File: src/rtl/bounded_list_store_assert.svh
// Assertion shorthands used by the list store sequencer (bls_seq).
`ifndef BOUNDED_LIST_STORE_ASSERT_SVH
`define BOUNDED_LIST_STORE_ASSERT_SVH

// Same-cycle implication, checked outside reset.
`define BLS_ASSERT_NOW(label, clk, rst_n, ante, cons) \
    label: assert property (@(posedge clk) disable iff (!rst_n) (ante) |-> (cons)) \
        else $error("bounded_list_store: same-cycle check failed");

// Next-cycle implication, checked outside reset.
`define BLS_ASSERT_NEXT(label, clk, rst_n, ante, cons) \
    label: assert property (@(posedge clk) disable iff (!rst_n) (ante) |=> (cons)) \
        else $error("bounded_list_store: next-cycle check failed");

`endif

File: src/rtl/bls_pkg.sv
`default_nettype none

package bls_pkg;

    localparam int DEPTH  = 1024;
    localparam int ADDR_W = (DEPTH > 1) ? $clog2(DEPTH) : 1;
    localparam int CNT_W  = $clog2(DEPTH + 1);
    localparam int IDX_W  = 10;
    localparam int CNTO_W = 11;
    localparam int WORD_W = 64;
    localparam int CMP_W  = ((CNT_W > IDX_W) ? CNT_W : IDX_W) + 1;

    localparam logic [2:0] OP_APPEND = 3'd0;
    localparam logic [2:0] OP_READ   = 3'd1;
    localparam logic [2:0] OP_WRITE  = 3'd2;
    localparam logic [2:0] OP_SWAP   = 3'd3;
    localparam logic [2:0] OP_REMOVE = 3'd4;

    localparam logic [1:0] ST_DONE      = 2'd0;
    localparam logic [1:0] ST_BAD_INDEX = 2'd1;
    localparam logic [1:0] ST_FULL      = 2'd2;

    typedef struct packed {
        logic [2:0]        func;
        logic [IDX_W-1:0]  index_a;
        logic [IDX_W-1:0]  index_b;
        logic [WORD_W-1:0] value;
    } t_req;

    typedef struct packed {
        logic [WORD_W-1:0] read_value;
        logic [1:0]        status;
        logic [CNTO_W-1:0] count;
    } t_rsp;

    typedef enum logic [2:0] {
        S_IDLE,
        S_READ,
        S_SWA,
        S_SWB,
        S_SWC,
        S_RM,
        S_RESP
    } t_state;

    function automatic logic idx_live(input logic [IDX_W-1:0] idx,
                                      input logic [CNT_W-1:0] cnt);
        return CMP_W'(idx) < CMP_W'(cnt);
    endfunction

endpackage

`default_nettype wire

File: src/rtl/bls_seq.sv
`default_nettype none

`include "bounded_list_store_assert.svh"

module bls_seq
    import bls_pkg::*;
(
    input  wire logic               i_clk,
    input  wire logic               i_rst_n,
    input  wire logic               i_req_valid,
    output logic                    o_req_stall,
    input  wire t_req               i_req,
    output logic                    o_push,
    output t_rsp                    o_rsp,
    input  wire logic               i_out_ready,
    output logic                    o_mem_we,
    output logic [ADDR_W-1:0]       o_mem_waddr,
    output logic [WORD_W-1:0]       o_mem_wdata,
    output logic                    o_mem_re,
    output logic [ADDR_W-1:0]       o_mem_raddr,
    input  wire logic [WORD_W-1:0]  i_mem_rdata
);

    t_state             r_state, n_state;
    logic [CNT_W-1:0]   r_count, n_count;
    logic [ADDR_W-1:0]  r_k, n_k;
    logic [ADDR_W-1:0]  r_ib, n_ib;
    logic [WORD_W-1:0]  r_tmp, n_tmp;
    t_rsp               r_rsp, n_rsp;

    logic               accept;
    logic               ok_a;
    logic               ok_b;
    logic               full;
    logic               rm_walk;
    logic               rm_more;
    logic [CMP_W-1:0]   ia_next;

    assign accept  = i_req_valid && (r_state == S_IDLE);
    assign ok_a    = idx_live(i_req.index_a, r_count);
    assign ok_b    = idx_live(i_req.index_b, r_count);
    assign full    = CMP_W'(r_count) >= CMP_W'(DEPTH);
    assign ia_next = CMP_W'(i_req.index_a) + CMP_W'(1);
    assign rm_walk = ia_next < CMP_W'(r_count);
    // r_count already holds the reduced count while walking.
    assign rm_more = (CMP_W'(r_k) + CMP_W'(1)) < CMP_W'(r_count);

    always_comb begin
        n_state = r_state;
        case (r_state)
            S_IDLE: begin
                if (i_req_valid) begin
                    n_state = S_RESP;
                    case (i_req.func)
                        OP_READ:   if (ok_a) n_state = S_READ;
                        OP_SWAP:   if (ok_a && ok_b) n_state = S_SWA;
                        OP_REMOVE: if (ok_a && rm_walk) n_state = S_RM;
                        default:   n_state = S_RESP;
                    endcase
                end
            end
            S_READ:  n_state = S_RESP;
            S_SWA:   n_state = S_SWB;
            S_SWB:   n_state = S_SWC;
            S_SWC:   n_state = S_RESP;
            S_RM:    if (!rm_more) n_state = S_RESP;
            S_RESP:  if (i_out_ready) n_state = S_IDLE;
            default: n_state = S_IDLE;
        endcase
    end

    always_comb begin
        o_mem_we    = 1'b0;
        o_mem_waddr = r_k;
        o_mem_wdata = i_mem_rdata;
        o_mem_re    = 1'b0;
        o_mem_raddr = ADDR_W'(i_req.index_a);
        o_push      = 1'b0;
        o_req_stall = (r_state != S_IDLE);
        case (r_state)
            S_IDLE: begin
                if (i_req_valid) begin
                    case (i_req.func)
                        OP_APPEND: begin
                            o_mem_we    = !full;
                            o_mem_waddr = ADDR_W'(r_count);
                            o_mem_wdata = i_req.value;
                        end
                        OP_READ: o_mem_re = ok_a;
                        OP_WRITE: begin
                            o_mem_we    = ok_a;
                            o_mem_waddr = ADDR_W'(i_req.index_a);
                            o_mem_wdata = i_req.value;
                        end
                        OP_SWAP: o_mem_re = ok_a && ok_b;
                        OP_REMOVE: begin
                            o_mem_re    = ok_a && rm_walk;
                            o_mem_raddr = ADDR_W'(ia_next);
                        end
                        default: o_mem_re = 1'b0;
                    endcase
                end
            end
            S_SWA: begin
                o_mem_re    = 1'b1;
                o_mem_raddr = r_ib;
            end
            S_SWB: begin
                o_mem_we    = 1'b1;
                o_mem_waddr = r_k;
                o_mem_wdata = i_mem_rdata;
            end
            S_SWC: begin
                o_mem_we    = 1'b1;
                o_mem_waddr = r_ib;
                o_mem_wdata = r_tmp;
            end
            S_RM: begin
                // Move word k+1 down to k, fetch k+2 for the next beat.
                o_mem_we    = 1'b1;
                o_mem_waddr = r_k;
                o_mem_wdata = i_mem_rdata;
                o_mem_re    = rm_more;
                o_mem_raddr = ADDR_W'(CMP_W'(r_k) + CMP_W'(2));
            end
            S_RESP:  o_push = i_out_ready;
            default: o_push = 1'b0;
        endcase
    end

    always_comb begin
        n_count = r_count;
        n_k     = r_k;
        n_ib    = r_ib;
        n_tmp   = r_tmp;
        n_rsp   = r_rsp;
        case (r_state)
            S_IDLE: begin
                if (i_req_valid) begin
                    n_k              = ADDR_W'(i_req.index_a);
                    n_ib             = ADDR_W'(i_req.index_b);
                    n_rsp.read_value = '0;
                    n_rsp.status     = ST_DONE;
                    case (i_req.func)
                        OP_APPEND: begin
                            if (full) begin
                                n_rsp.status = ST_FULL;
                            end else begin
                                n_count = r_count + CNT_W'(1);
                            end
                        end
                        OP_READ, OP_WRITE: begin
                            if (!ok_a) n_rsp.status = ST_BAD_INDEX;
                        end
                        OP_SWAP: begin
                            if (!(ok_a && ok_b)) n_rsp.status = ST_BAD_INDEX;
                        end
                        OP_REMOVE: begin
                            if (ok_a) begin
                                n_count = r_count - CNT_W'(1);
                            end else begin
                                n_rsp.status = ST_BAD_INDEX;
                            end
                        end
                        default: n_rsp.status = ST_DONE;
                    endcase
                    n_rsp.count = CNTO_W'(n_count);
                end
            end
            S_READ: n_rsp.read_value = i_mem_rdata;
            S_SWA:  n_tmp = i_mem_rdata;
            S_RM:   n_k = r_k + ADDR_W'(1);
            default: n_tmp = r_tmp;
        endcase
    end

    always_ff @(posedge i_clk) begin
        if (!i_rst_n) begin
            r_state <= S_IDLE;
            r_count <= '0;
        end else begin
            r_state <= n_state;
            r_count <= n_count;
        end
    end

    always_ff @(posedge i_clk) begin
        r_k   <= n_k;
        r_ib  <= n_ib;
        r_tmp <= n_tmp;
        r_rsp <= n_rsp;
    end

    assign o_rsp = r_rsp;

    `BLS_ASSERT_NOW(a_count_max, i_clk, i_rst_n, 1'b1, CMP_W'(r_count) <= CMP_W'(DEPTH))
    `BLS_ASSERT_NOW(a_idle_no_write, i_clk, i_rst_n, (r_state == S_IDLE) && !accept, !o_mem_we)
    `BLS_ASSERT_NOW(a_walk_in_range, i_clk, i_rst_n, r_state == S_RM, CMP_W'(r_k) < CMP_W'(r_count))
    `BLS_ASSERT_NEXT(a_push_to_idle, i_clk, i_rst_n, o_push, r_state == S_IDLE)
    `BLS_ASSERT_NOW(a_push_has_room, i_clk, i_rst_n, o_push, i_out_ready)

endmodule

`default_nettype wire

File: config.mk
export PLATFORM = sky130hd
export DESIGN_NAME = bls_seq
export DESIGN_NICKNAME = d
export VERILOG_FILES = /design/src/rtl/bls_pkg.sv /design/src/rtl/bls_seq.sv
export VERILOG_INCLUDE_DIRS = /design/src /design/src/rtl
export SDC_FILE = /design/constraint.sdc
export NUM_CORES = 1
export LEC_CHECK = 0
export ABC_CLOCK_PERIOD_IN_PS = 17200
export BUFFER_PORTS_ARGS = -buffer_cell sky130_fd_sc_hd__buf_2
export CAP_MARGIN = 20
export CELL_PAD_IN_SITES_DETAIL_PLACEMENT = 1
export CELL_PAD_IN_SITES_GLOBAL_PLACEMENT = 2
export CORE_ASPECT_RATIO = 0.8
export CORE_MARGIN = 2
export CORE_UTILIZATION = 34
export CTS_CLUSTER_SIZE = 8
export DETAILED_ROUTE_END_ITERATION = 7
export GPL_ROUTABILITY_DRIVEN = 1
export MAX_ROUTING_LAYER = met4
export PLACE_DENSITY = 0.86
export RECOVER_POWER = 25
export SLEW_MARGIN = 20
export SYNTH_ARGS = -nofsm -noshare
export SYNTH_HDL_FRONTEND = slang
export SYNTH_SLANG_ARGS = --single-unit
File: constraint.sdc
create_clock -name i_clk -period 17.2 [get_ports i_clk]
set_input_delay 3.44 -clock i_clk [delete_from_list [all_inputs] [get_ports i_clk]]
set_output_delay 3.44 -clock i_clk [all_outputs]
set_load 0.05 [all_outputs]
==> metrics.txt <==
share of post-route cells with drive strength above 1 27.0%; Final Slew Violations 75; vias in the first global route 8714; Worst R2R End r_tmp[2]; Setup TNS 0 ns; Post-synth EDFFs 161; Tcrit/Tclk final between 50 and 60%; clk buf depth 2; CTS H-Tree Depth 4; worst r2r src r_state[0]; Fmax achieved just over 0.1 GHz; element type at the critical path end output pin; GR Overflow Total 0; Syn. warnings 0; nets 1362; cells along the critical path buf_2 > nand3_1 > or2_1 > nor2_1 > xor2_1 > ha_1 > a21o_1 > a2111oi_0 > o21bai_1 > a21oi_1 > o21bai_1 > a311o_1 > buf_2; Buf+Inv Stages, Crit Path 2; Synth Flop Type edfxtp_1; worst setup path start i_req[76]; status complete, but fails checks; max incr delay on CP 0.41 ns; cts repair resizes 0; worst hold stages 2; Clock Latency Late Sink between 0.4 and 0.5 ns; DRC 0; die area 30100 sq um; initial antenna violation count 2; post-synthesis register bit count 175; Syn Std Cell Area 9780 sq um; Critical Setup Path Class primary input to output pin; Routed WL 35700 um; number of cell rows between 50 and 60; Slowest-stage cell, CP a2111oi_0; Clock transition at path regs 0.08 ns; WP data required 13.76 ns; Worst Skew 0.0126 ns; DR iter-0 viols 898; Clock Sinks 175; Syn Nets 1091; Sequential Area 5110 sq um; Worst slew margin -125%; internal reg-to-reg setup slack 12.01 ns; # fillers roughly 3200; crit path capture o_mem_re; pin count of the biggest net entering global routing 69; Final Hold Viols 0; register area share after synthesis 52.3%; unrepaired setup endpoints after global routing no; CP top delay family compound AO/OA/AOI/OAI gates; IO buf count 319; post-CTS setup buffers 0; TritonCTS Buffers 17; routed vias 8771; detailed placement HPWL 25800 um; DR vias/cell 5.66; Final Power 1490 uW; fraction of registers with async set/reset 0%; area of the multi-input gates 4060 sq um; cell count after synthesis 892; initial core utilization 34.6%; Crit Path Max Fanout 9; worst reg-to-reg path cell count 3; GRT Util Overall 23.9%; Max IR drop VDD 0.0598 mV; wire per inst around 23 um; root buffer cell clkbuf_16; CP startpoint kind primary input; I/O Pins 320; die width 194 um; worst min path class register to register; Area Overhead vs Synth 23.6%; Critical Path Stages 13; DRT Pass-1 Iters 8; Synth Area per Inst 11.0 sq um; die height 156 um; CTS tree yes; ANT nets after route 0; Final setup viols 0; failing checks max-capacitance violations, max-slew violations; first-pass GRT wire length 53700 um; WP data arrival 6.38 ns; Worst-Margin Slew 3.38 ns; max cap viols 2; hold_buf cts 0; Core ar. 28300 sq um; Pwr Density 123 nW/um^2; Final min period 9.82 ns; synth unique cells 72; routability cong. around 0.88; cell leakage power 0.00518 uW
==> how the worst min path moves through the flow <==
stage	start	to	slack (ns)
after CTS	r_count[9]	r_count[9]	0.54
after detailed placement	r_count[9]	r_count[9]	0.53
after global routing	r_count[9]	r_count[9]	0.59
after global placement	r_count[9]	r_count[9]	0.52
final	r_count[9]	r_count[9]	0.55
after floorplan	r_count[9]	r_count[9]	0.47
==> tightest hold or removal path: cells and delay by family, from the launching register on <==
family           cells  cell delay (ns)
muxes                1             0.06
DFF                  1             0.37
and+or+nand+nor      1             0.08
==> per-layer routing <==
layer	track usage, %	routed length [um]	vias to the layer above
li1	-	-	3972
met1	32.2	16200	4346
met2	36.4	16200	394
met3	4.78	2450	59
met4	7.38	897	0
met5	-	0	-
==> final cells by class <==
cell class | instances | area share (%)
tap | 370 | 3.83
antenna | 5 | 0.104
multi-input combinational | 561 | 33.6
clock buffer | 17 | 3.52
sequential | 175 | 42.3
timing repair buffer | 327 | 13.1
clock inverter | 15 | 1.05
inverter | 81 | 2.52
==> flip-flops by register name (all words and copies together) (netlist names) <==
name	cells
o_rsp	77
r_count	11
r_ib	10
r_state	3
r_tmp	64
r_k	10
==> placed cells by master, fill, tap and decap left out, types with 4 or more instances in the layout <==
cell and n:
a22oi_1 4, ha_1 44, diode_2 5, xnor2_1 25, nor4_1 5, a21o_1 5
a31oi_1 13, o31ai_1 4, o211ai_1 5, nor2b_1 6, edfxtp_1 161, clkbuf_1 62
a21oi_1 32, a221o_1 15, buf_2 258, nor2_1 37, o22ai_1 4, dfxtp_1 14
a222oi_1 65, nand2_1 78, buf_4 7, inv_6 6, xor2_1 6, mux2i_1 15
clkbuf_16 17, and3_1 73, inv_1 79, o21ai_0 19, nand3_1 27, nand4_1 13
and2_1 4
==> Yosys cell counts, types with 13 or more instances <==
library cell    n  share of area, %
edfxtp_1      161                49
inv_1          80               3.1
nand2_1        78               3.0
and3_1         73               4.7
a222oi_1       65               6.7
clkbuf_1       44               1.7
ha_1           44               5.6
nor2_1         37               1.4
a21oi_1        32               1.6
nand3_1        27               1.4
xnor2_1        25               2.2
buf_2          19              0.97
o21ai_0        19              0.97
a221o_1        15               1.5
mux2i_1        15               1.5
dfxtp_1        14               2.9
a31oi_1        13              0.83
nand4_1        13              0.83
==> kinds of logic after synthesis <==
kind of cell | share of synthesized area, %
AND/OR/NAND/NOR | 15.0
buffers and inverters | 6.34
XOR/XNOR | 2.78
flip-flops | 52.3
adder cells (fa/ha/maj) | 5.63
AO/OA/AOI/OAI | 16.3
multiplexers | 1.65
==> where the power goes <==
group	leakage (uW)	internal (uW)	total (uW)	switching [uW]
logic	0.00327	125	548	423
registers	0.00165	535	563	27.9
clock network	0.000268	190	375	185
==> metrics by stage <==
stage               setup slack [ns]  std cells  cell area (sq um)  hold WS (ns)  util [%]
floorplan                       7.60        892               9780         0.469         -
global placement                7.46       1514              11600         0.523      41.0
detailed placement              7.44       1514              11600         0.531      41.0
CTS                             7.43       1546              12200         0.543      43.0
global route                    7.15       1548              12100         0.589      42.7
finish                          7.38       1551              12100         0.553      42.7
(Power assumes the default switching activity.)
