<file path="config.mk">
export PLATFORM = sky130hd
export DESIGN_NAME = bls_out
export DESIGN_NICKNAME = d
export VERILOG_FILES = /design/src/rtl/bounded_list_store_assert.svh /design/src/rtl/bls_pkg.sv /design/src/rtl/bls_out.sv
export SDC_FILE = /design/constraint.sdc
export NUM_CORES = 1
export LEC_CHECK = 0
export BUFFER_PORTS_ARGS = -buffer_cell sky130_fd_sc_hd__buf_2
export CELL_PAD_IN_SITES_DETAIL_PLACEMENT = 0
export CELL_PAD_IN_SITES_GLOBAL_PLACEMENT = 1
export CORE_UTILIZATION = 35
export DETAILED_ROUTE_END_ITERATION = 8
export PLACE_DENSITY_LB_ADDON = 0.1
export SLEW_MARGIN = 20
export SYNTH_ARGS = -nofsm -noshare
export SYNTH_HDL_FRONTEND = slang
export SYNTH_SLANG_ARGS = --single-unit
</file>
<file path="constraint.sdc">
create_clock -name i_clk -period 1.7 [get_ports i_clk]
set_clock_uncertainty 0.05 [all_clocks]
set_input_delay 0.34 -clock i_clk [delete_from_list [all_inputs] [get_ports i_clk]]
set_output_delay 0.34 -clock i_clk [all_outputs]
set_load 0.05 [all_outputs]
</file>
<file path="src/rtl/bounded_list_store_assert.svh">
// Assertion shorthands used by the list store sequencer (bls_seq).
`ifndef BOUNDED_LIST_STORE_ASSERT_SVH
`define BOUNDED_LIST_STORE_ASSERT_SVH

// Same-cycle implication, checked outside reset.
`define BLS_ASSERT_NOW(label, clk, rst_n, ante, cons) \
    label: assert property (@(posedge clk) disable iff (!rst_n) (ante) |-> (cons)) \
        else $error("bounded_list_store: same-cycle check failed");

// Next-cycle implication, checked outside reset.
`define BLS_ASSERT_NEXT(label, clk, rst_n, ante, cons) \
    label: assert property (@(posedge clk) disable iff (!rst_n) (ante) |=> (cons)) \
        else $error("bounded_list_store: next-cycle check failed");

`endif

</file>
<file path="src/rtl/bls_pkg.sv">
`default_nettype none

package bls_pkg;

    localparam int DEPTH  = 1024;
    localparam int ADDR_W = (DEPTH > 1) ? $clog2(DEPTH) : 1;
    localparam int CNT_W  = $clog2(DEPTH + 1);
    localparam int IDX_W  = 10;
    localparam int CNTO_W = 11;
    localparam int WORD_W = 64;
    localparam int CMP_W  = ((CNT_W > IDX_W) ? CNT_W : IDX_W) + 1;

    localparam logic [2:0] OP_APPEND = 3'd0;
    localparam logic [2:0] OP_READ   = 3'd1;
    localparam logic [2:0] OP_WRITE  = 3'd2;
    localparam logic [2:0] OP_SWAP   = 3'd3;
    localparam logic [2:0] OP_REMOVE = 3'd4;

    localparam logic [1:0] ST_DONE      = 2'd0;
    localparam logic [1:0] ST_BAD_INDEX = 2'd1;
    localparam logic [1:0] ST_FULL      = 2'd2;

    typedef struct packed {
        logic [2:0]        func;
        logic [IDX_W-1:0]  index_a;
        logic [IDX_W-1:0]  index_b;
        logic [WORD_W-1:0] value;
    } t_req;

    typedef struct packed {
        logic [WORD_W-1:0] read_value;
        logic [1:0]        status;
        logic [CNTO_W-1:0] count;
    } t_rsp;

    typedef enum logic [2:0] {
        S_IDLE,
        S_READ,
        S_SWA,
        S_SWB,
        S_SWC,
        S_RM,
        S_RESP
    } t_state;

    function automatic logic idx_live(input logic [IDX_W-1:0] idx,
                                      input logic [CNT_W-1:0] cnt);
        return CMP_W'(idx) < CMP_W'(cnt);
    endfunction

endpackage

`default_nettype wire

</file>
<file path="src/rtl/bls_out.sv">
`default_nettype none

module bls_out
    import bls_pkg::*;
(
    input  wire logic i_clk,
    input  wire logic i_rst_n,
    input  wire logic i_push,
    input  wire t_rsp i_rsp,
    output logic      o_ready,
    output logic      o_valid,
    input  wire logic i_stall,
    output t_rsp      o_rsp
);

    logic r_valid;
    logic n_valid;
    t_rsp r_rsp;

    // Slot is free when empty or when its beat leaves this cycle.
    assign o_ready = !r_valid || !i_stall;
    assign n_valid = i_push || (r_valid && i_stall);

    always_ff @(posedge i_clk) begin
        if (!i_rst_n) begin
            r_valid <= 1'b0;
        end else begin
            r_valid <= n_valid;
        end
    end

    always_ff @(posedge i_clk) begin
        if (i_push) begin
            r_rsp <= i_rsp;
        end
    end

    assign o_valid = r_valid;
    assign o_rsp   = r_rsp;

endmodule

`default_nettype wire

</file>
==> impl_metrics.py, run 1 <==
metrics = {
    "detailed_routing": {
        "vias_per_cell": 4.23,
        "vias": 1421,
        "routedWlPerCell_um": 13.7,
        "drt-initial-drc-count": 141,
        "drc_errors": 24,
        "drt-pass1-iter-count": 5,
        "drt-total-wl_um": 4610,
        "antenna_left": 0,
    },
    "grt": {
        "grt_start_max_net_pins": 36,
        "grt_pass1_vias": 1345,
        "grt_pass1_wl_um": 6640,
        "grt_usage_pct": 13.4,
        "grt_overflow": 0,
        "grt_antenna_before_repair": 0,
    },
    "outcome": {
        "status": "finished with violations",
        "violations": "DRC",
    },
    "logic_synthesis": {
        "synthDistinctLibCells": 5,
        "synth_top_area_share_pct": 98.5,
        "syn_area_per_cell_um2": 29.0,
        "synth_top_cell_by_area": "edfxtp_1",
        "syn-num-nets": 162,
        "ys_seq_area_share_pct": 99.4,
        "synth_warnings": 0,
        "ys_seq_elements": 78,
        "synth_cells": 81,
        "synth.cell_area_um2": 2350,
        "synthTopCellsByArea": "edfxtp_1 (99%), dfxtp_1 (0.85%), nor2b_1 (0.27%)",
    },
    "critical_path": {
        "endpoint_kind": "primary output",
        "worstPathCellList": "nand2_1, buf_2",
        "crit_path_end": "o_ready",
        "critical_path_arrival_ps": 960,
        "critPathLaunch": "o_valid",
        "crit_path_max_incr_delay_ps": 330,
        "crit_fanout": 3,
        "crit_slowest_cell": "dfxtp_1",
        "r2r_slack_ps": 1030,
        "r2r-end": "o_valid",
        "r2r_start": "o_valid",
        "worstPathRequired_ps": 1310,
        "r2r.worst_path.cells": 2,
        "criticalPathCategory": "reg -> out",
        "start_kind": "flop",
    },
    "placement": {
        "numPortBuffers": 159,
        "hpwl_um": 3460,
        "placed_cell_area_um2": 3280,
        "gp_congestion": 0.696,
    },
    "clock_tree": {
        "numCtsBuffers": 9,
        "ctsResizeCount": 0,
        "clock-root-buffer": "clkbuf_8",
        "cts_sinks": 78,
        "cts_post_setup_buffers_inserted": 0,
        "htreeDepth": 3,
        "tritoncts": "yes",
        "cts_hold_buf": 0,
        "max-clock-path-buffers": 2,
        "clk_pin_slew_ps": 80,
        "clock_latency_ps": 320,
    },
    "die": {
        "core.rowCount": 29,
        "die_w_um": 83.9,
        "start_util_pct": 36.5,
        "ios": 160,
        "fp.dieArea_um2": 7040,
        "die_y_um": 83.9,
        "core_um2": 6420,
    },
    "timing": {
        "max_slew.worst_pin.slew_ps": 310,
        "setup_tns_ps": 0,
        "rsz0062_at_grt": "no",
        "maxSlewHeadroom_pct": 79.3,
        "period_minus_slack_ps": 1350,
        "finalMaxSlewViolations": 0,
        "finalCritPeriodShare_pct": 79.6,
        "finalSetupViolCount": 0,
        "clock.fmax_mhz": 739,
        "hold_viol": 0,
    },
    "finish": {
        "drive_above_1_share_pct": 67.2,
        "final_common_cell": "buf_2",
        "diodes": 0,
        "syn_to_final_growth_pct": 48.3,
        "finish.instance_area_um2": 3480,
        "nNetsFinal": 335,
        "finish.utilization_pct": 54.2,
        "layout_common_cells": "buf_2 (158), edfxtp_1 (77), clkbuf_8 (9), clkinv_1 (3), buf_4 (3)",
    },
    "power_and_ir_drop": {
        "ir_drop_uv": 583,
        "p_per_area_nw_per_um2": 1300,
        "power.leakage_nw": 1.51,
    },
    "run": {
        "maxCapViolCount": 0,
    },
    "min_path": {
        "min_path_type": "in -> reg",
    },
}
-- cell type report --
type	count	area, µm²
clock inverters	6	76.3
flip-flops and latches	78	2330
well taps	77	96.3
multi-input cells	3	15.0
repair buffers	162	833
clock buffers	10	128
fillers	551	2940
-- synthesized netlist by cell type --
library cell,instances
nor2b_1,1
nand2_1,1
edfxtp_1,77
a21oi_1,1
dfxtp_1,1
-- cell families (layout without fill, tap and decap cells) --
logic type	count (synthesis)	count (layout)	share of synthesized area, %
flops	78	78	99.4
simple gates	2	2	0.426
compound gates	1	1	0.213
buf+inv	0	178	0
-- through the flow --
stage	hold WS (ps)	total power, mW	instances	worst slack [ps]
detailed placement	468	3.17	320	398
CTS	107	4.58	336	329
global route	101	4.70	336	308
floorplan	389	2.90	81	260
global placement	467	3.16	320	405
finish	128	4.52	336	347
-- state kept, by name, indices dropped and copies added (netlist names) --
register  flops
o_valid       1
o_rsp        77
-- worst max-delay path, delay by kind of cell (launching register included) --
family	cells	cell delay, ps
AND/OR/NAND/NOR	1	60
buffers and inverters	1	250
flip-flops	1	330
-- per-layer routing --
layer	track usage (%)	vias to the layer above	wire length [µm]
li1	-	675	-
met1	13.6	650	1690
met2	21.8	90	2260
met3	7.32	6	602
met4	7.52	0	60
met5	0	-	0
-- power breakdown --
group	internal, mW	leakage (nW)	switching [mW]
Clock	0.810	0.103	0.594
Combinational	0.170	0.650	0.639
Sequential	2.28	0.762	0.0318
Total	3.26	1.51	1.27
-- how the worst min path moves through the flow --
stage               startpoint  slack [ps]  depth (start not counted)        end
detailed placement   i_rsp[43]         470                          1  o_rsp[43]
global route         i_rsp[50]         100                          1  o_rsp[50]
floorplan             i_rsp[0]         390                          0   o_rsp[0]
global placement     i_rsp[45]         470                          1  o_rsp[45]
CTS                   i_rsp[3]         110                          1   o_rsp[3]
finish               i_rsp[47]         130                          1  o_rsp[47]
(Power assumes the default switching activity.)
==> run 2: changes to the inputs <==
- ABC_AREA: default -> 1
- CORE_UTILIZATION: 35 -> 29
- clock period: 1.7 -> 1.1 ns (I/O delays scaled with it)
==> run 2 against run 1 <==
Register-to-register slack got worse by 600 ps. The run ends with setup timing left. Critical endpoint unchanged. Setup slack got worse by 450 ps. Synthesized area rose by 0.32%. Die area rose by 21%.
==> impl_metrics.py, run 2 <==
metrics = {
    "clock_tree": {
        "htreeDepth": 3,
        "max-clock-path-buffers": 2,
        "tritoncts": "yes",
        "cts_sinks": 78,
        "cts_post_setup_buffers_inserted": 0,
        "numCtsBuffers": 9,
        "clk_pin_slew_ps": 70,
        "clock_latency_ps": 330,
        "clock-root-buffer": "clkbuf_8",
    },
    "detailed_routing": {
        "drt-pass1-iter-count": 4,
        "drt-initial-drc-count": 45,
        "routedWlPerCell_um": 13.5,
        "vias": 1717,
        "antenna_left": 0,
        "drt-total-wl_um": 5850,
        "vias_per_cell": 3.95,
        "drc_errors": 0,
    },
    "die": {
        "fp.dieArea_um2": 8480,
        "start_util_pct": 30.2,
        "core_um2": 7810,
        "die_w_um": 92.1,
        "ios": 160,
        "core.rowCount": 32,
        "die_y_um": 92.1,
    },
    "critical_path": {
        "cp_top_family": "flip-flops",
        "start_kind": "flop",
        "critPathBufInv": 1,
        "criticalPathCategory": "reg -> out",
        "crit_path_max_incr_delay_ps": 380,
        "worstPathRequired_ps": 830,
        "critical_path_arrival_ps": 930,
        "worstPathCellList": "nand2_4, buf_8",
        "endpoint_kind": "primary output",
        "crit_fanout": 2,
        "crit_slowest_cell": "dfxtp_4",
    },
    "finish": {
        "syn_to_final_growth_pct": 104,
        "largest_reg_flops": 77,
        "register_area_um2": 2340,
        "layout_common_cells": "buf_2 (79), edfxtp_1 (77), buf_6 (77), dlygate4sd3_1 (74), clkbuf_8 (9)",
        "drive_above_1_share_pct": 53.2,
        "nNetsFinal": 410,
        "fillers": 596,
        "diodes": 0,
        "finish.instance_area_um2": 4790,
        "final_common_cell": "buf_2",
        "multi_input_area_um2": 20.0,
    },
    "power_and_ir_drop": {
        "p_int_mw": 5.50,
        "ir_drop_uv": 967,
        "p_sw_share_pct": 27.7,
        "pwr-share-clk_pct": 29.0,
        "p_comb_share_pct": 23.2,
        "netSwitchingPower_mw": 2.10,
        "power_mw": 7.60,
        "p_per_area_nw_per_um2": 1580,
        "power.leakage_nw": 2.01,
        "pwr-share-seq_pct": 47.8,
    },
    "logic_synthesis": {
        "synth_cells": 82,
        "synth.cell_area_um2": 2350,
        "synth_top_cell_by_area": "edfxtp_1",
        "ys_seq_elements": 78,
        "synth_top_area_share_pct": 98.2,
        "syn-num-nets": 163,
        "synthDistinctLibCells": 5,
        "synth_warnings": 0,
        "synthFlopType": "edfxtp_1",
        "synthTopCellsByCount": "edfxtp_1 (77), inv_1 (2), a21oi_2 (1), dfxtp_1 (1), nand2_2 (1)",
        "synth-edff-count": 77,
        "synth_most_common_cell": "edfxtp_1",
        "ys_seq_area_share_pct": 99.0,
        "synthTopCellsByArea": "edfxtp_1 (98%), dfxtp_1 (0.85%), a21oi_2 (0.37%)",
        "ys_async_sr_fraction_pct": 0,
        "syn_area_per_cell_um2": 28.7,
    },
    "timing": {
        "finalCritPeriodShare_pct": 109,
        "finalSetupViolCount": 79,
        "finalMaxSlewViolations": 0,
        "rsz0062_at_grt": "yes",
        "clock.fmax_mhz": 832,
        "timing.final.ws_setup_ps": -102,
        "maxSlewHeadroom_pct": 89.5,
        "hold_viol": 0,
        "period_minus_slack_ps": 1200,
        "max_slew.worst_pin.slew_ps": 157,
    },
    "grt": {
        "grt_start_max_net_pins": 28,
        "grt_usage_pct": 14.2,
        "grt_pass1_vias": 1777,
        "use_met1_pct": 15.4,
        "grt_pass1_wl_um": 8760,
        "grt_antenna_before_repair": 0,
        "grt.busiest_layer": "met2",
        "use_met3_pct": 5.06,
        "grt_overflow": 0,
        "met2_usage_pct": 24.0,
    },
    "placement": {
        "placed_cell_area_um2": 3340,
        "gp_congestion": 0.667,
        "numPortBuffers": 159,
    },
    "outcome": {
        "violations": "setup timing",
        "status": "finished with violations",
    },
    "min_path": {
        "min_path_type": "in -> reg",
    },
    "run": {
        "maxCapViolCount": 0,
    },
}
## run 2: changes by cell type after synthesis
cell / previous run / this run
inv_1: 0 / 2
a21oi_1: 1 / 0
nand2_1: 1 / 0
a21oi_2: 0 / 1
nor2b_1: 1 / 0
nand2_2: 0 / 1
## run 2: logic make-up after synthesis
kind of cell           share of synthesized area, %
AND/OR/NAND/NOR                               0.266
flip-flops                                     99.0
buffers and inverters                         0.319
AO/OA/AOI/OAI                                 0.372
## run 2: path summary, 6_finish.rpt
| check | start | to | slack, ps | cells past startpoint |
|---|---|---|---|---|
| max | o_valid | o_ready | -100 | 2 |
| min | i_rsp[30] | o_rsp[30] | 30 | 1 |
| max reg2reg | o_valid | o_valid | 430 | 2 |
| min reg2reg | o_valid | o_valid | 470 | 2 |
## run 2: layer usage
metal  share of wire, %  vias up
met5                  0        -
met4                1.7        0
met3                7.9       10
met2                 53       91
met1                 38      795
li1                   -      821
## run 2: what timing repair did
action	CTS	global route
resized for setup	159	3
pin swaps	0	1
endpoints found under the setup margin	79	79
hold buffers	73	1
cloned	0	0
endpoints found under the hold margin	73	1
## run 2: through the flow
step / hold slack [ps] / util (%) / instances / setup slack (ps) / TNS, ps
5_1_grt: 0.978 / 61.4 / 435 / -132 / -7920
3_5_place_dp: 348 / 42.8 / 346 / 111 / 0
6_report: 25.7 / 61.4 / 435 / -102 / -4280
2_1_floorplan: 269 / - / 82 / 89.9 / 0
3_3_place_gp: 346 / 42.8 / 346 / 119 / 0
4_1_cts: 0.350 / 61.1 / 434 / -117 / -6530
## run 2: final cells by class
cell class	count	area share (%)
inverter	2	0.157
multi-input combinational	2	0.418
clock inverter	5	1.57
clock buffer	10	2.66
sequential	78	48.7
timing repair buffer	236	43.8
tap	102	2.66
## run 2: worst register-to-register path, cell delays in order (launching register included)
cell     delay (ps)
dfxtp_4         380
nand2_4          70
a21oi_2         110
## run 2: power by group through the flow
stage / Clock, mW / Combinational [mW] / Sequential (mW)
3_3_place_gp: 0 / 1.28 / 3.63
3_5_place_dp: 0 / 1.28 / 3.64
5_1_grt: 2.39 / 1.82 / 3.65
6_report: 2.21 / 1.76 / 3.63
2_1_floorplan: 0 / 0.0116 / 4.48
4_1_cts: 2.30 / 1.75 / 3.63
==> run 3: changes to the inputs <==
- CORE_UTILIZATION: 29 -> 30
- CTS_BUF_LIST: default -> sky130_fd_sc_hd__clkbuf_4 sky130_fd_sc_hd__clkbuf_8
==> run 3 against run 2 <==
The flow still finishes with violations (setup timing). Via count fell by 0.12%. Maximum frequency grew 1.1%. Flip-flop and latch count is the same. Die area is 3.3% lower. Critical path depth fell by 1.
==> impl_metrics.py, run 3 (same netlist as run 2, synthesis figures left out) <==
metrics = {
    "power_and_ir_drop": {
        "ir_drop_uv": 764,
        "power.leakage_nw": 1.99,
        "power_mw": 7.64,
        "p_per_area_nw_per_um2": 1610,
    },
    "clock_tree": {
        "cts_sinks": 78,
        "tritoncts": "yes",
        "clock-root-buffer": "clkbuf_8",
        "htreeDepth": 3,
        "clock_latency_ps": 330,
        "max-clock-path-buffers": 2,
        "numCtsBuffers": 9,
        "clk_pin_slew_ps": 80,
    },
    "timing": {
        "period_minus_slack_ps": 1190,
        "whs_ps": 18.8,
        "finalSetupViolCount": 79,
        "hold_viol": 0,
        "finalCritPeriodShare_pct": 108,
        "max_slew.worst_pin.slew_ps": 215,
        "timing.final.ws_setup_ps": -88.0,
        "finalMaxSlewViolations": 0,
        "maxSlewHeadroom_pct": 85.6,
        "rsz0062_at_grt": "yes",
        "clock.fmax_mhz": 842,
        "setup_tns_ps": -4320,
    },
    "finish": {
        "diodes": 0,
        "final_common_cell": "buf_2",
        "nNetsFinal": 405,
        "syn_to_final_growth_pct": 101,
        "fillers": 574,
        "final_cells": 428,
        "largest_reg_flops": 77,
        "finish.instance_area_um2": 4740,
        "layout_common_cells": "buf_2 (79), edfxtp_1 (77), buf_6 (77), dlygate4sd3_1 (69), clkbuf_8 (9)",
        "drive_above_1_share_pct": 54.1,
    },
    "critical_path": {
        "crit_path_max_incr_delay_ps": 410,
        "criticalPathCategory": "reg -> out",
        "crit_fanout": 1,
        "start_kind": "flop",
        "cp_top_family": "flip-flops",
        "critPathBufInv": 1,
        "critical_path_arrival_ps": 920,
        "endpoint_kind": "primary output",
        "crit_slowest_cell": "edfxtp_1",
        "worstPathRequired_ps": 830,
        "worstPathCellList": "buf_6",
    },
    "placement": {
        "hpwl_um": 3560,
        "dp.cells": 342,
        "numPortBuffers": 159,
        "placed_cell_area_um2": 3320,
        "gp_congestion": 0.635,
    },
    "outcome": {
        "status": "finished with violations",
        "violations": "setup timing",
    },
    "min_path": {
        "min_path_type": "in -> reg",
    },
    "die": {
        "ios": 160,
        "start_util_pct": 31.8,
        "fp.dieArea_um2": 8210,
        "core_um2": 7410,
        "core.rowCount": 31,
        "die_w_um": 90.6,
        "die_y_um": 90.6,
    },
    "grt": {
        "grt_start_max_net_pins": 41,
        "grt_usage_pct": 14.1,
        "grt_pass1_vias": 1776,
        "grt_antenna_before_repair": 0,
        "grt_overflow": 0,
        "grt_pass1_wl_um": 8560,
    },
    "detailed_routing": {
        "antenna_left": 0,
        "routedWlPerCell_um": 13.3,
        "drt-initial-drc-count": 77,
        "drt-total-wl_um": 5700,
        "vias_per_cell": 4.01,
        "drt-pass1-iter-count": 4,
        "drc_errors": 0,
        "vias": 1715,
    },
    "run": {
        "maxCapViolCount": 0,
    },
}
[run 3: cell types whose count changed in the layout (fill, tap and decap cells not counted)]
cell	previous run	this run
buf_12	3	2
clkbuf_1	1	0
dlygate4sd3_1	74	69
inv_6	0	1
buf_4	1	2
clkinv_1	2	3
[run 3: path summary, 6_finish.rpt]
path | start | to | slack (ps) | cells past startpoint
worst max register to register | o_valid | o_valid | 330 | 3
worst max-delay path | o_rsp[69] | o_rsp[69] | -90 | 1
worst min register to register | o_valid | o_valid | 550 | 3
worst min-delay path | i_rsp[1] | o_rsp[1] | 20 | 1
[run 3: what timing repair did]
item                       in CTS  in global routing
setup endpoints to repair      79                 79
setup buffers                   0                  1
pin swaps                       0                  1
hold endpoints to repair       69                  0
hold buffers                   69                  0
resized for setup             158                  4
[run 3: routing by layer]
| metal | vias up | wire, µm | track usage, % |
|---|---|---|---|
| li1 | 813 | - | - |
| met1 | 804 | 2120 | 14.8 |
| met2 | 88 | 3010 | 24.7 |
| met3 | 10 | 456 | 4.80 |
| met4 | 0 | 116 | 7.53 |
| met5 | - | 0 | 0 |
[run 3: metrics by stage]
stage / setup WS, ps / utilization [%]
5_1_grt: -131 / 63.9
2_1_floorplan: 89.9 / -
6_report: -88.0 / 63.9
3_3_place_gp: 153 / 44.8
4_1_cts: -106 / 63.6
3_5_place_dp: 149 / 44.8
[run 3: where the power goes]
group | switching [mW] | internal [mW] | total [mW]
logic | 1.04 | 0.701 | 1.74
clock network | 1.00 | 1.26 | 2.27
registers | 0.107 | 3.53 | 3.63
[run 3: area by class of cell]
type	count	area (µm²)	area share (%)
sequential	78	2340	49.3
timing repair buffer	231	2040	43.0
clock buffer	9	124	2.61
tap	99	124	2.61
clock inverter	7	87.6	1.85
multi-input combinational	2	20.0	0.423
inverter	2	7.51	0.158
